`src/rtl/rff_pkg.sv`:
```
`default_nettype none

package rff_pkg;

	localparam logic [7:0] HEAD_BYTE = 8'hEF;
	localparam logic [7:0] RANGE_MSG = 8'h51;
	localparam logic [7:0] RANGE_LEN = 8'd20;

	// Payload byte offsets of the fields that are kept.
	localparam logic [7:0] OFF_DIST_B0  = 8'd4;
	localparam logic [7:0] OFF_DIST_B1  = 8'd5;
	localparam logic [7:0] OFF_DIST_B2  = 8'd6;
	localparam logic [7:0] OFF_DIST_B3  = 8'd7;
	localparam logic [7:0] OFF_STRENGTH = 8'd8;
	localparam logic [7:0] OFF_VX_LO    = 8'd12;
	localparam logic [7:0] OFF_VX_HI    = 8'd13;
	localparam logic [7:0] OFF_VY_LO    = 8'd14;
	localparam logic [7:0] OFF_VY_HI    = 8'd15;
	localparam logic [7:0] OFF_QUALITY  = 8'd16;

	// Flow scaling: a product magnitude at or above these limits saturates.
	localparam int unsigned FLOW_DIV     = 1000;
	localparam logic [47:0] SAT_POS_MAG  = 48'(32768 * FLOW_DIV);
	localparam logic [47:0] SAT_NEG_MAG  = 48'(32769 * FLOW_DIV);
	// Below the limits m / 1000 = (m / 8) / 125, and (m / 8) < 2**22, so
	// x / 125 = (x * ceil(2**29 / 125)) >> 29 is exact over that range.
	localparam int          RECIP_SHIFT  = 29;
	localparam logic [22:0] RECIP_125    = 23'd4294968;

	typedef enum logic [2:0] {
		PH_HUNT,
		PH_DEV,
		PH_SYS,
		PH_MSG,
		PH_SEQ,
		PH_LEN,
		PH_PAY,
		PH_SUM
	} phase_t;

	typedef struct packed {
		logic [15:0] vel_x;
		logic [15:0] vel_y;
		logic [31:0] distance;
		logic [7:0]  strength;
		logic [7:0]  quality;
	} frame_t;

	typedef struct packed {
		logic s1;
		logic s2;
		logic s3;
	} stage_en_t;

endpackage

`default_nettype wire

```
`src/rtl/rff_if.sv`:
```
`default_nettype none

interface rff_byte_if;
	logic       valid;
	logic       ready;
	logic [7:0] rx_byte;

	modport source (output valid, output rx_byte, input ready);
	modport sink   (input valid, input rx_byte, output ready);
endinterface

interface rff_result_if;
	logic               valid;
	logic               ready;
	logic signed [15:0] flow_x;
	logic signed [15:0] flow_y;
	logic        [7:0]  optic_quality;
	logic        [31:0] range_dist;
	logic        [7:0]  signal_strength;

	modport source (output valid, output flow_x, output flow_y, output optic_quality,
		output range_dist, output signal_strength, input ready);
	modport sink   (input valid, input flow_x, input flow_y, input optic_quality,
		input range_dist, input signal_strength, output ready);
endinterface

`default_nettype wire

```
`src/rtl/range_flow_frame_parser.sv`:
```
`default_nettype none

// Channel  Dir  Payload                                                    Request
// rx       in   rx_byte                                                    one received byte
// result   out  flow_x, flow_y, optic_quality, range_dist, signal_strength  one good frame
//
// One byte is taken every cycle while rx.ready is high; a frame with a good checksum,
// message type 0x51 and a 20-byte payload gives a result once its checksum byte is taken.
// The result passes the frame register, the flow multiplier and the divide-by-1000
// reciprocal multiplier with saturation, which also drives the result register.
// Reset returns the parser to the head-byte hunt and empties every stage.
// A stage refills whenever the stage after it moves, so a waiting result stalls input
// only when all three stages are full.

module range_flow_frame_parser #(
	parameter int MAX_PAYLOAD = 64
) (
	input  wire logic    clk,
	input  wire logic    arst_n,
	rff_byte_if.sink     rx,
	rff_result_if.source result
);

	rff_pkg::stage_en_t en;
	rff_pkg::frame_t    frame_s1;
	logic               valid_s1;
	logic               valid_s2;
	logic               valid_s3;
	logic               take;

	logic [31:0] distance_s2;
	logic [7:0]  strength_s2;
	logic [7:0]  quality_s2;
	logic [31:0] distance_s3;
	logic [7:0]  strength_s3;
	logic [7:0]  quality_s3;
	logic signed [15:0] flow_x_s3;
	logic signed [15:0] flow_y_s3;

	assign en.s3 = !valid_s3 || result.ready;
	assign en.s2 = !valid_s2 || en.s3;
	assign en.s1 = !valid_s1 || en.s2;

	assign rx.ready = en.s1;
	assign take     = rx.valid && en.s1;

	rff_parser #(
		.MAX_PAYLOAD(MAX_PAYLOAD)
	) u_parser (
		.clk      (clk),
		.arst_n   (arst_n),
		.take     (take),
		.rx_byte  (rx.rx_byte),
		.en       (en),
		.valid_s1 (valid_s1),
		.frame_s1 (frame_s1)
	);

	rff_flow_scale u_scale_x (
		.clk      (clk),
		.en       (en),
		.vel      (frame_s1.vel_x),
		.distance (frame_s1.distance),
		.flow_s3  (flow_x_s3)
	);

	rff_flow_scale u_scale_y (
		.clk      (clk),
		.en       (en),
		.vel      (frame_s1.vel_y),
		.distance (frame_s1.distance),
		.flow_s3  (flow_y_s3)
	);

	always_ff @(posedge clk or negedge arst_n) begin
		if (!arst_n) begin
			valid_s2 <= 1'b0;
			valid_s3 <= 1'b0;
		end else begin
			if (en.s2) begin
				valid_s2 <= valid_s1;
			end
			if (en.s3) begin
				valid_s3 <= valid_s2;
			end
		end
	end

	always_ff @(posedge clk) begin
		if (en.s2) begin
			distance_s2 <= frame_s1.distance;
			strength_s2 <= frame_s1.strength;
			quality_s2  <= frame_s1.quality;
		end
		if (en.s3) begin
			distance_s3 <= distance_s2;
			strength_s3 <= strength_s2;
			quality_s3  <= quality_s2;
		end
	end

	assign result.valid           = valid_s3;
	assign result.flow_x          = flow_x_s3;
	assign result.flow_y          = flow_y_s3;
	assign result.optic_quality   = quality_s3;
	assign result.range_dist      = distance_s3;
	assign result.signal_strength = strength_s3;

endmodule

`default_nettype wire

```
`src/rtl/rff_parser.sv`:
```
`default_nettype none

module rff_parser #(
	parameter int MAX_PAYLOAD = 64
) (
	input  wire logic               clk,
	input  wire logic               arst_n,
	input  wire logic               take,
	input  wire logic [7:0]         rx_byte,
	input  wire rff_pkg::stage_en_t en,
	output logic                    valid_s1,
	output rff_pkg::frame_t         frame_s1
);

	localparam int         CntW   = $clog2(MAX_PAYLOAD + 1);
	localparam logic [7:0] LenMax = 8'(MAX_PAYLOAD);

	rff_pkg::phase_t phase_q, phase_d;
	logic [7:0]      sum_q, sum_d;
	logic [7:0]      len_q, len_d;
	logic [7:0]      msg_q, msg_d;
	logic [CntW-1:0] cnt_q, cnt_d;
	logic [CntW-1:0] cnt_inc;
	logic            hit;

	logic [31:0] dist_q;
	logic [7:0]  strength_q;
	logic [15:0] vel_x_q;
	logic [15:0] vel_y_q;
	logic [7:0]  quality_q;

	assign cnt_inc = cnt_q + 1'b1;

	always_ff @(posedge clk or negedge arst_n) begin
		if (!arst_n) begin
			phase_q <= rff_pkg::PH_HUNT;
			sum_q   <= '0;
			len_q   <= '0;
			msg_q   <= '0;
			cnt_q   <= '0;
		end else begin
			phase_q <= phase_d;
			sum_q   <= sum_d;
			len_q   <= len_d;
			msg_q   <= msg_d;
			cnt_q   <= cnt_d;
		end
	end

	always_comb begin
		phase_d = phase_q;
		sum_d   = sum_q;
		len_d   = len_q;
		msg_d   = msg_q;
		cnt_d   = cnt_q;
		hit     = 1'b0;
		if (take) begin
			case (phase_q)
				rff_pkg::PH_HUNT: begin
					if (rx_byte == rff_pkg::HEAD_BYTE) begin
						sum_d   = rx_byte;
						phase_d = rff_pkg::PH_DEV;
					end
				end
				rff_pkg::PH_DEV: begin
					sum_d   = sum_q + rx_byte;
					phase_d = rff_pkg::PH_SYS;
				end
				rff_pkg::PH_SYS: begin
					sum_d   = sum_q + rx_byte;
					phase_d = rff_pkg::PH_MSG;
				end
				rff_pkg::PH_MSG: begin
					sum_d   = sum_q + rx_byte;
					msg_d   = rx_byte;
					phase_d = rff_pkg::PH_SEQ;
				end
				rff_pkg::PH_SEQ: begin
					sum_d   = sum_q + rx_byte;
					phase_d = rff_pkg::PH_LEN;
				end
				rff_pkg::PH_LEN: begin
					sum_d = sum_q + rx_byte;
					len_d = rx_byte;
					if (rx_byte == 8'd0) begin
						phase_d = rff_pkg::PH_SUM;
					end else if (rx_byte > LenMax) begin
						phase_d = rff_pkg::PH_HUNT;
					end else begin
						cnt_d   = '0;
						phase_d = rff_pkg::PH_PAY;
					end
				end
				rff_pkg::PH_PAY: begin
					sum_d = sum_q + rx_byte;
					cnt_d = cnt_inc;
					if (8'(cnt_inc) >= len_q) begin
						phase_d = rff_pkg::PH_SUM;
					end
				end
				rff_pkg::PH_SUM: begin
					phase_d = rff_pkg::PH_HUNT;
					cnt_d   = '0;
					hit     = (rx_byte == sum_q) && (msg_q == rff_pkg::RANGE_MSG) &&
						(len_q == rff_pkg::RANGE_LEN);
				end
				default: begin
					phase_d = rff_pkg::PH_HUNT;
				end
			endcase
		end
	end

	// Payload fields are written in place as their bytes go by.
	always_ff @(posedge clk) begin
		if (take && phase_q == rff_pkg::PH_PAY) begin
			case (8'(cnt_q))
				rff_pkg::OFF_DIST_B0:  dist_q[7:0]    <= rx_byte;
				rff_pkg::OFF_DIST_B1:  dist_q[15:8]   <= rx_byte;
				rff_pkg::OFF_DIST_B2:  dist_q[23:16]  <= rx_byte;
				rff_pkg::OFF_DIST_B3:  dist_q[31:24]  <= rx_byte;
				rff_pkg::OFF_STRENGTH: strength_q     <= rx_byte;
				rff_pkg::OFF_VX_LO:    vel_x_q[7:0]   <= rx_byte;
				rff_pkg::OFF_VX_HI:    vel_x_q[15:8]  <= rx_byte;
				rff_pkg::OFF_VY_LO:    vel_y_q[7:0]   <= rx_byte;
				rff_pkg::OFF_VY_HI:    vel_y_q[15:8]  <= rx_byte;
				rff_pkg::OFF_QUALITY:  quality_q      <= rx_byte;
				default: ;
			endcase
		end
	end

	always_ff @(posedge clk or negedge arst_n) begin
		if (!arst_n) begin
			valid_s1 <= 1'b0;
		end else if (en.s1) begin
			valid_s1 <= hit;
		end
	end

	always_ff @(posedge clk) begin
		if (en.s1 && hit) begin
			frame_s1.vel_x    <= vel_x_q;
			frame_s1.vel_y    <= vel_y_q;
			frame_s1.distance <= dist_q;
			frame_s1.strength <= strength_q;
			frame_s1.quality  <= quality_q;
		end
	end

endmodule

`default_nettype wire

```
`src/rtl/rff_flow_scale.sv`:
```
`default_nettype none

module rff_flow_scale (
	input  wire logic               clk,
	input  wire rff_pkg::stage_en_t en,
	input  wire logic [15:0]        vel,
	input  wire logic [31:0]        distance,
	output logic signed [15:0]      flow_s3
);

	logic [15:0] vel_abs;
	logic [47:0] mag;
	logic [47:0] mag_s2;
	logic        neg_s2;
	logic [44:0] recip_prod;
	logic [15:0] quot;
	logic signed [15:0] flow_d;

	assign vel_abs = vel[15] ? 16'(16'd0 - vel) : vel;
	assign mag     = 48'(vel_abs) * 48'(distance);

	always_ff @(posedge clk) begin
		if (en.s2) begin
			mag_s2 <= mag;
			neg_s2 <= vel[15];
		end
	end

	// Only used below the saturation limits, where the magnitude fits in 25 bits.
	assign recip_prod = 45'(mag_s2[24:3]) * 45'(rff_pkg::RECIP_125);
	assign quot       = recip_prod[rff_pkg::RECIP_SHIFT +: 16];

	always_comb begin
		if (!neg_s2) begin
			if (mag_s2 >= rff_pkg::SAT_POS_MAG) begin
				flow_d = 16'sh7FFF;
			end else begin
				flow_d = $signed(quot);
			end
		end else begin
			if (mag_s2 >= rff_pkg::SAT_NEG_MAG) begin
				flow_d = 16'sh8000;
			end else begin
				flow_d = $signed(16'(16'd0 - quot));
			end
		end
	end

	always_ff @(posedge clk) begin
		if (en.s3) begin
			flow_s3 <= flow_d;
		end
	end

endmodule

`default_nettype wire
```
`src/flat_wrapper.sv`:
```
// flat-port wrapper written by rule: the top's interface ports become plain ports
module range_flow_frame_parser_flat 
#(
	parameter int MAX_PAYLOAD = 64
)
  (clk, arst_n, rx_valid, rx_rx_byte, rx_ready, result_valid, result_flow_x, result_flow_y, result_optic_quality, result_range_dist, result_signal_strength, result_ready);
  rff_byte_if rx_i ();
  rff_result_if result_i ();
  input  wire logic clk;
  input  wire logic arst_n;
  input wire logic [$bits(rx_i.valid)-1:0] rx_valid;
  input wire logic [$bits(rx_i.rx_byte)-1:0] rx_rx_byte;
  output wire logic [$bits(rx_i.ready)-1:0] rx_ready;
  output wire logic [$bits(result_i.valid)-1:0] result_valid;
  output wire logic [$bits(result_i.flow_x)-1:0] result_flow_x;
  output wire logic [$bits(result_i.flow_y)-1:0] result_flow_y;
  output wire logic [$bits(result_i.optic_quality)-1:0] result_optic_quality;
  output wire logic [$bits(result_i.range_dist)-1:0] result_range_dist;
  output wire logic [$bits(result_i.signal_strength)-1:0] result_signal_strength;
  input wire logic [$bits(result_i.ready)-1:0] result_ready;
  assign rx_i.valid = rx_valid;
  assign rx_i.rx_byte = rx_rx_byte;
  assign rx_ready = rx_i.ready;
  assign result_valid = result_i.valid;
  assign result_flow_x = result_i.flow_x;
  assign result_flow_y = result_i.flow_y;
  assign result_optic_quality = result_i.optic_quality;
  assign result_range_dist = result_i.range_dist;
  assign result_signal_strength = result_i.signal_strength;
  assign result_i.ready = result_ready;
  range_flow_frame_parser #(.MAX_PAYLOAD(MAX_PAYLOAD)) u_core (.clk(clk), .arst_n(arst_n), .rx(rx_i), .result(result_i));
endmodule
```
`config.mk`:
```
export PLATFORM = sky130hd
export DESIGN_NAME = range_flow_frame_parser_flat
export DESIGN_NICKNAME = d
export VERILOG_FILES = /design/src/rtl/rff_pkg.sv /design/src/rtl/rff_if.sv /design/src/rtl/range_flow_frame_parser.sv /design/src/rtl/rff_parser.sv /design/src/rtl/rff_flow_scale.sv /design/src/flat_wrapper.sv
export SDC_FILE = /design/constraint.sdc
export NUM_CORES = 2
export LEC_CHECK = 0
export ABC_CLOCK_PERIOD_IN_PS = 8350
export BUFFER_PORTS_ARGS = -buffer_cell sky130_fd_sc_hd__buf_2
export CAP_MARGIN = 40
export CORE_ASPECT_RATIO = 1.4
export CORE_UTILIZATION = 35
export DETAILED_ROUTE_END_ITERATION = 12
export GPL_TIMING_DRIVEN = 0
export PLACE_DENSITY = 0.49
export SETUP_SLACK_MARGIN = 0.15
export SLEW_MARGIN = 20
export SYNTH_ARGS = -nofsm -noshare
export SYNTH_HDL_FRONTEND = slang
export SYNTH_SLANG_ARGS = --single-unit
export TNS_END_PERCENT = 20
```
`constraint.sdc`:
```
create_clock -name clk -period 8.35 [get_ports clk]
set_input_delay 1.67 -clock clk [delete_from_list [all_inputs] [get_ports clk]]
set_output_delay 1.67 -clock clk [all_outputs]
set_load 0.1 [all_outputs]
```
# Yosys cells after proc, flatten, opt, wreduce, memory -nomap -nowiden
# Cells that the tools add are included.
[classes]
reduce_logical = 31
addsub = 6
n_eq_ne = 25
n_lt_le_gt_ge = 6
mux = 20
n_mul = 4
[ops]
columns = ["cell", "count"]
rows = [
  ["48-bit by 25-bit greater-or-equal comparator with 1-bit output (second input constant)", 4],
  ["16-bit two-way mux", 8],
  ["16-bit by 32-bit multiplier with 48-bit output", 2],
  ["22-bit by 20-bit multiplier with 42-bit output (second input constant)", 2],
  ["1-bit by 16-bit subtractor with 16-bit output (first input constant)", 4],
  ["7-bit by 4-bit equality test with 1-bit output (second input constant)", 5],
  ["7-bit by 3-bit equality test with 1-bit output (second input constant)", 4],
  ["3-bit one-hot mux with 8 select lines", 1],
  ["2-bit AND reduction", 12],
  ["7-bit one-hot mux with 3 select lines", 1],
  ["8-bit one-hot mux with 2 select lines", 1],
  ["7-bit two-way mux", 2],
  ["3-bit equality test (second input constant)", 4],
  ["3-bit two-way mux", 4],
  ["8-bit adder", 1],
  ["8-bit by 5-bit equality test with 1-bit output (second input constant)", 1],
  ["8-bit by 7-bit equality test with 1-bit output (second input constant)", 1],
  ["8-bit equality test", 1],
  ["8-bit equality test (second input constant)", 1],
  ["7-bit by 8-bit greater-or-equal comparator with 1-bit output", 1],
  ["8-bit by 7-bit > comparator with 1-bit output (second input constant)", 1],
  ["8-bit logical NOT", 1],
  ["8-bit two-way mux", 1],
  ["2-bit != test (second input constant)", 4],
  ["14 further kinds", 25],
]
[word_totals]
reg_bits = 423

# Longest topological paths before layout
[logic_depth]
ltp_word = 7
depth_mapped = 34
depth_no_buf = 30

# By module
# From an unflattened synthesis, not the netlist that was laid out.
[hier_totals]
cells_unflattened = 6183
hier_area_um2 = 61004.8
[by_module_without_submodules]
columns = ["module", "n_inst", "area_per_inst_um2", "cells_each"]
rows = [
  ["rff_flow_scale at u_core.u_scale_y", 1, 25415.6, 2843],
  ["rff_flow_scale at u_core.u_scale_x", 1, 25409.4, 2818],
  ["rff_parser", 1, 7189.4, 417],
  ["range_flow_frame_parser", 1, 2990.4, 105],
]

# Worst setup path before layout
# OpenSTA, ideal clock, no wires.
[synth_path]
kind = "input port to flip-flop"
from = "input result_ready"
to = "register, netlist name u_core.u_parser.frame_s1[0]"
arrival_time_ps = 8557
t_required_ps = 7731
stages = 6
slack_ps = -826
setup_ps = 619
path_cell_list = "nor2b_1 > nand3_1 > and2_1 > clkbuf_1 > nand2_1 > nor3_1"
[synth_via]
elab_chain_len = 6
[synth_lines]
columns = ["element", "line", "rtl"]
rows = [
  ["start: declaration", "flat_wrapper.sv:20", "input wire logic [$bits(result_i.ready)-1:0] result_ready;"],
  ["1-bit logical OR *", "range_flow_frame_parser.sv:40", "assign en.s3 = !valid_s3 || result.ready;"],
  ["1-bit logical OR *", "range_flow_frame_parser.sv:41", "assign en.s2 = !valid_s2 || en.s3;"],
  ["1-bit logical OR *", "range_flow_frame_parser.sv:42", "assign en.s1 = !valid_s1 || en.s2;"],
  ["named net rx_ready", "flat_wrapper.sv:13", "output wire logic [$bits(rx_i.ready)-1:0] rx_ready;"],
  ["1-bit logical AND", "range_flow_frame_parser.sv:45", "assign take = rx.valid && en.s1;"],
  ["1-bit two-way mux", "rff_parser.sv:57", "if (take) begin"],
  ["1-bit logical AND *", "rff_parser.sv:142", "if (en.s1 && hit) begin"],
]
# The timed path passes the listed nets; every way through them passes the cells marked *.
# A chain may end at the register's enable or synchronous reset.

# Worst setup path after layout
[layout_path]
from = "register, netlist name u_core.u_parser.frame_s1[57]"
to = "register u_core.u_scale_y.mag_s2[46] (data pin)"
[layout_via]
elab_chain_len = 3
[layout_lines]
columns = ["element", "line", "rtl"]
rows = [
  ["1-bit by 16-bit subtractor with 16-bit output", "rff_flow_scale.sv:19", "assign vel_abs = vel[15] ? 16'(16'd0 - vel) : vel;"],
  ["16-bit two-way mux *", "rff_flow_scale.sv:19", ""],
  ["16-bit by 32-bit multiplier with 48-bit output *", "rff_flow_scale.sv:20", "assign mag = 48'(vel_abs) * 48'(distance);"],
  ["named net u_core.u_scale_y.mag[46]", "rff_flow_scale.sv:12", "logic [47:0] mag;"],
  ["end signal: assignment", "rff_flow_scale.sv:24", "mag_s2 <= mag;"],
  ["end: declaration", "rff_flow_scale.sv:13", "logic [47:0] mag_s2;"],
]
# Marks and branches as above.

==> results.md <==
- Status: finished, violations left
- Failing checks: setup timing
- Maximum clock path buffer count: 3
- FFs w/ async S/R, synth: 8.75%
- Crit path kind: flip-flop to flip-flop
- Port Buffers: 93
- Synth Area in Compound Gates: 6.10%
- RSZ-0062 raised after global routing: true
- Slew @ Worst Pin: 0.908 ns
- Final std cells w/o fill: 8769
- Gpl congestion: 0.936
- DP Cell Count: 8588
- Register area share after synthesis: 20.6%
- Vias in the first global route: 46991
- Layout cell share with drive strength beyond 1: 9.44%
- Data arrival time of the worst path: 8.77 ns
- Clk root buf: clkbuf_16
- # IOs: 94
- Hold Crit Class: flip-flop to flip-flop
- Int Pwr: 3.71 mW
- Die height: 494 um
- Finished Cell Area: 0.0684 mm2
- Crit path time final: 8.37 ns
- Clock slew at the register clock pins of the worst setup and hold paths: 0.07 ns
- Synth Area in XOR/XNOR: 2.25%
- Final hold violation count: 0
- Total gr overflow: 0
- Synthesized area per cell: 9.83 um2
- Data required, critical path: 8.75 ns
- Yosys cell types: 80
- Clk_lat worst skew: 0.69 ns
- Initial Util: 35.3%
- Global-route wire length before repair: 281000 um
- CORE AREA: 0.172 mm2
- First drt pass iteration count: 7
- Pleak: 33.4 nW
- Largest net degree at the start of global routing: 54
- Commonest non-fill, non-tap cell in the layout: inv_1
- Synth Cell Area: 0.0606 mm2
- Max cap viols: 0
- Reg power frac: 48.4%
- Adder-Cell Fraction of Synth Area: 47.6%
- DP HPWL: 153000 um
- Placement Cell Area: 0.0647 mm2
- CTS tree: yes
- Slew Limit Fails: 0
- Clock tree sinks: 423
- TritonCTS buffer count: 50
- Logic pwr share: 7.3%
- Simple-Gate Fraction of Synth Area: 12.3%
- Main synth FF type: edfxtp_1
- Initial antenna violation count: 10
- Final net count: 8152
- Post-synthesis mux area share: 0.347%
- Switching share of power: 25.2%
- Yosys reg bits: 423
- CP max FO: 5
- Slowest Stage Delay on Critical Path: 0.59 ns
- Die Wd: 354 um
- Fin crit share: 100%
- Die ar.: 0.175 mm2
- Clock power frac: 44.4%
- Peak VDD IR: 0.178 mV
- Setup ws final: -0.0211 ns
- Avg Vias per Cell: 4.90
- H-Tree Depth: 2
- Sw Pwr: 1.25 mW
- PD cells: 72.5 mW/mm2
- Total track usage: 21.4%
- Drc violations: 0
- Hold Buf Count CTS: 0
- Synth Instances: 6169
- Post-synthesis net count: 7870
- Synth-to-Final Area Change: 12.8%
- Iter 0 DRT Violations: 2227
- Warnings from Yosys: 0
- Final Setup Violations: 1
- Worst setup EP type: flip-flop
- Combinational family with the most area after synthesis: adder cells
- Wire per inst: 20.9 um
- CP Launch Type: flip-flop
- Row Count: 180
- Number of synthesized flops with an enable pin: 386
- CP max stage cell: fa_2
- Most frequent cells in the layout: inv_1, fa_1, nand2_1
- Routed WL: 184000 um
- Worst slew margin: 39.5%
- Final Skew: 0.0307 ns
- Post-DRT Antenna Nets: 0
- Via count: 42984
- Max Clk Rate: 119 MHz
## cells in the mapped netlist (20+ instances only)
| cell type | count | area share (%) |
|---|---|---|
| inv_1 | 1498 | 9.3 |
| fa_1 | 1031 | 34 |
| nand2_1 | 849 | 5.3 |
| ha_1 | 658 | 14 |
| edfxtp_1 | 386 | 19 |
| and2_1 | 343 | 3.5 |
| clkbuf_1 | 233 | 1.4 |
| a21oi_1 | 184 | 1.5 |
| o21ai_0 | 116 | 0.96 |
| xnor2_1 | 111 | 1.6 |
| nor2_1 | 96 | 0.59 |
| a21o_1 | 92 | 1.1 |
| xor2_1 | 45 | 0.65 |
| nand3_1 | 44 | 0.36 |
| nor3_1 | 43 | 0.35 |
| dfrtp_1 | 37 | 1.5 |
| nand4_1 | 33 | 0.34 |
| and3_1 | 31 | 0.32 |
| a31oi_1 | 25 | 0.26 |
| nor4_1 | 24 | 0.25 |
| nand2b_1 | 20 | 0.21 |
| o21bai_1 | 20 | 0.25 |
## per-stage QoR
step	TNS (ns)	worst slack, ns	hold WS, ns	total power [mW]	utilization [%]
2_1_floorplan	0	0.309	0.400	2.70	-
3_3_place_gp	-89.56	-2.06	0.400	2.79	37.2
3_5_place_dp	-53.68	-1.91	0.405	2.80	37.6
4_1_cts	-0.0852	-0.0852	0.395	5.05	39.4
5_1_grt	-2.28	-0.245	0.408	5.15	39.8
6_report	-0.0211	-0.0211	0.397	4.96	39.8
## routing by layer
layer,global-route usage [%],up-vias,share of wire (%),wire length (um)
li1,-,19611,-,-
met1,23.8,22070,38,69500
met2,40.7,945,53,97800
met3,1.92,358,3.5,6400
met4,9.80,0,5.4,9900
met5,0,-,0,0
## sequential cells by signal (all words and copies together), names as in the netlist, 7 cells and up
signal / cells
u_core.distance_s2: 32
u_core.quality_s2: 8
u_core.result.optic_quality: 8
u_core.result.range_dist: 32
u_core.result.signal_strength: 8
u_core.strength_s2: 8
u_core.u_parser.cnt_q: 7
u_core.u_parser.dist_q: 32
u_core.u_parser.frame_s1: 80
u_core.u_parser.len_q: 8
u_core.u_parser.msg_q: 8
u_core.u_parser.quality_q: 8
u_core.u_parser.strength_q: 8
u_core.u_parser.sum_q: 8
u_core.u_parser.vel_x_q: 16
u_core.u_parser.vel_y_q: 16
u_core.u_scale_x.flow_s3: 16
u_core.u_scale_x.mag_s2: 48
u_core.u_scale_y.flow_s3: 16
u_core.u_scale_y.mag_s2: 48
## power by group through the flow
| stage | Sequential (mW) | Combinational (mW) | Clock [mW] |
|---|---|---|---|
| after global placement | 2.44 | 0.350 | 0 |
| after CTS | 2.40 | 0.364 | 2.28 |
| after global routing | 2.41 | 0.412 | 2.34 |
| after detailed placement | 2.44 | 0.360 | 0 |
| after floorplan | 2.43 | 0.273 | 0 |
| final | 2.40 | 0.361 | 2.20 |
## final cells by class
cell class	count	area, um2
fillers	17047	103000
multi-input cells	4013	42700
flip-flops and latches	423	12500
inverters	1498	5630
well taps	2275	2850
repair buffers	230	1810
clock buffers	64	1310
plain buffers	235	1270
clock inverters	29	293
diodes	2	5.00
## critical path: cells and delay by family, from the launching register on
family,cells,cell delay [ns]
flops,1,0.39
simple gates,7,1.88
xor+xnor,2,0.30
buf+inv,6,0.67
compound gates,8,1.61
fa+ha+maj,7,3.22
## path summary, 6_finish.rpt
check                           slack (ns)                           end                         start  cells after the start
worst max register to register       -0.02   u_core.u_scale_y.mag_s2[46]  u_core.u_parser.frame_s1[57]                     30
worst min register to register        0.40  u_core.u_parser.frame_s1[60]   u_core.u_parser.vel_y_q[12]                      0
max in group asynchronous             6.91      u_core.u_parser.len_q[0]                        arst_n                      2
min in group asynchronous             0.96    u_core.u_parser.phase_q[2]                        arst_n                      1
worst min-delay path                  0.40  u_core.u_parser.frame_s1[60]   u_core.u_parser.vel_y_q[12]                      0
worst max-delay path                 -0.02   u_core.u_scale_y.mag_s2[46]  u_core.u_parser.frame_s1[57]                     30
## what timing repair did
| action | 4_1_cts | 5_1_grt |
|---|---|---|
| setup buffers | 44 | 33 |
| setup endpoints to repair | 75 | 43 |
| pin swaps | 93 | 64 |
| gates resized for setup | 288 | 113 |
| gates cloned | 4 | 0 |
## cells by family (layout without fill, tap and decap cells)
kind of cell / Yosys count / count (layout)
AOI/OAI and AO/OA: 580 / 580
xor gates and xnor gates: 156 / 156
adders and majority gates: 1689 / 1689
buffers and inverters: 1733 / 2056
DFF: 423 / 423
muxes: 19 / 19
other: 0 / 2
and+or+nand+nor: 1569 / 1569
Power figures use the tool's default switching activity.
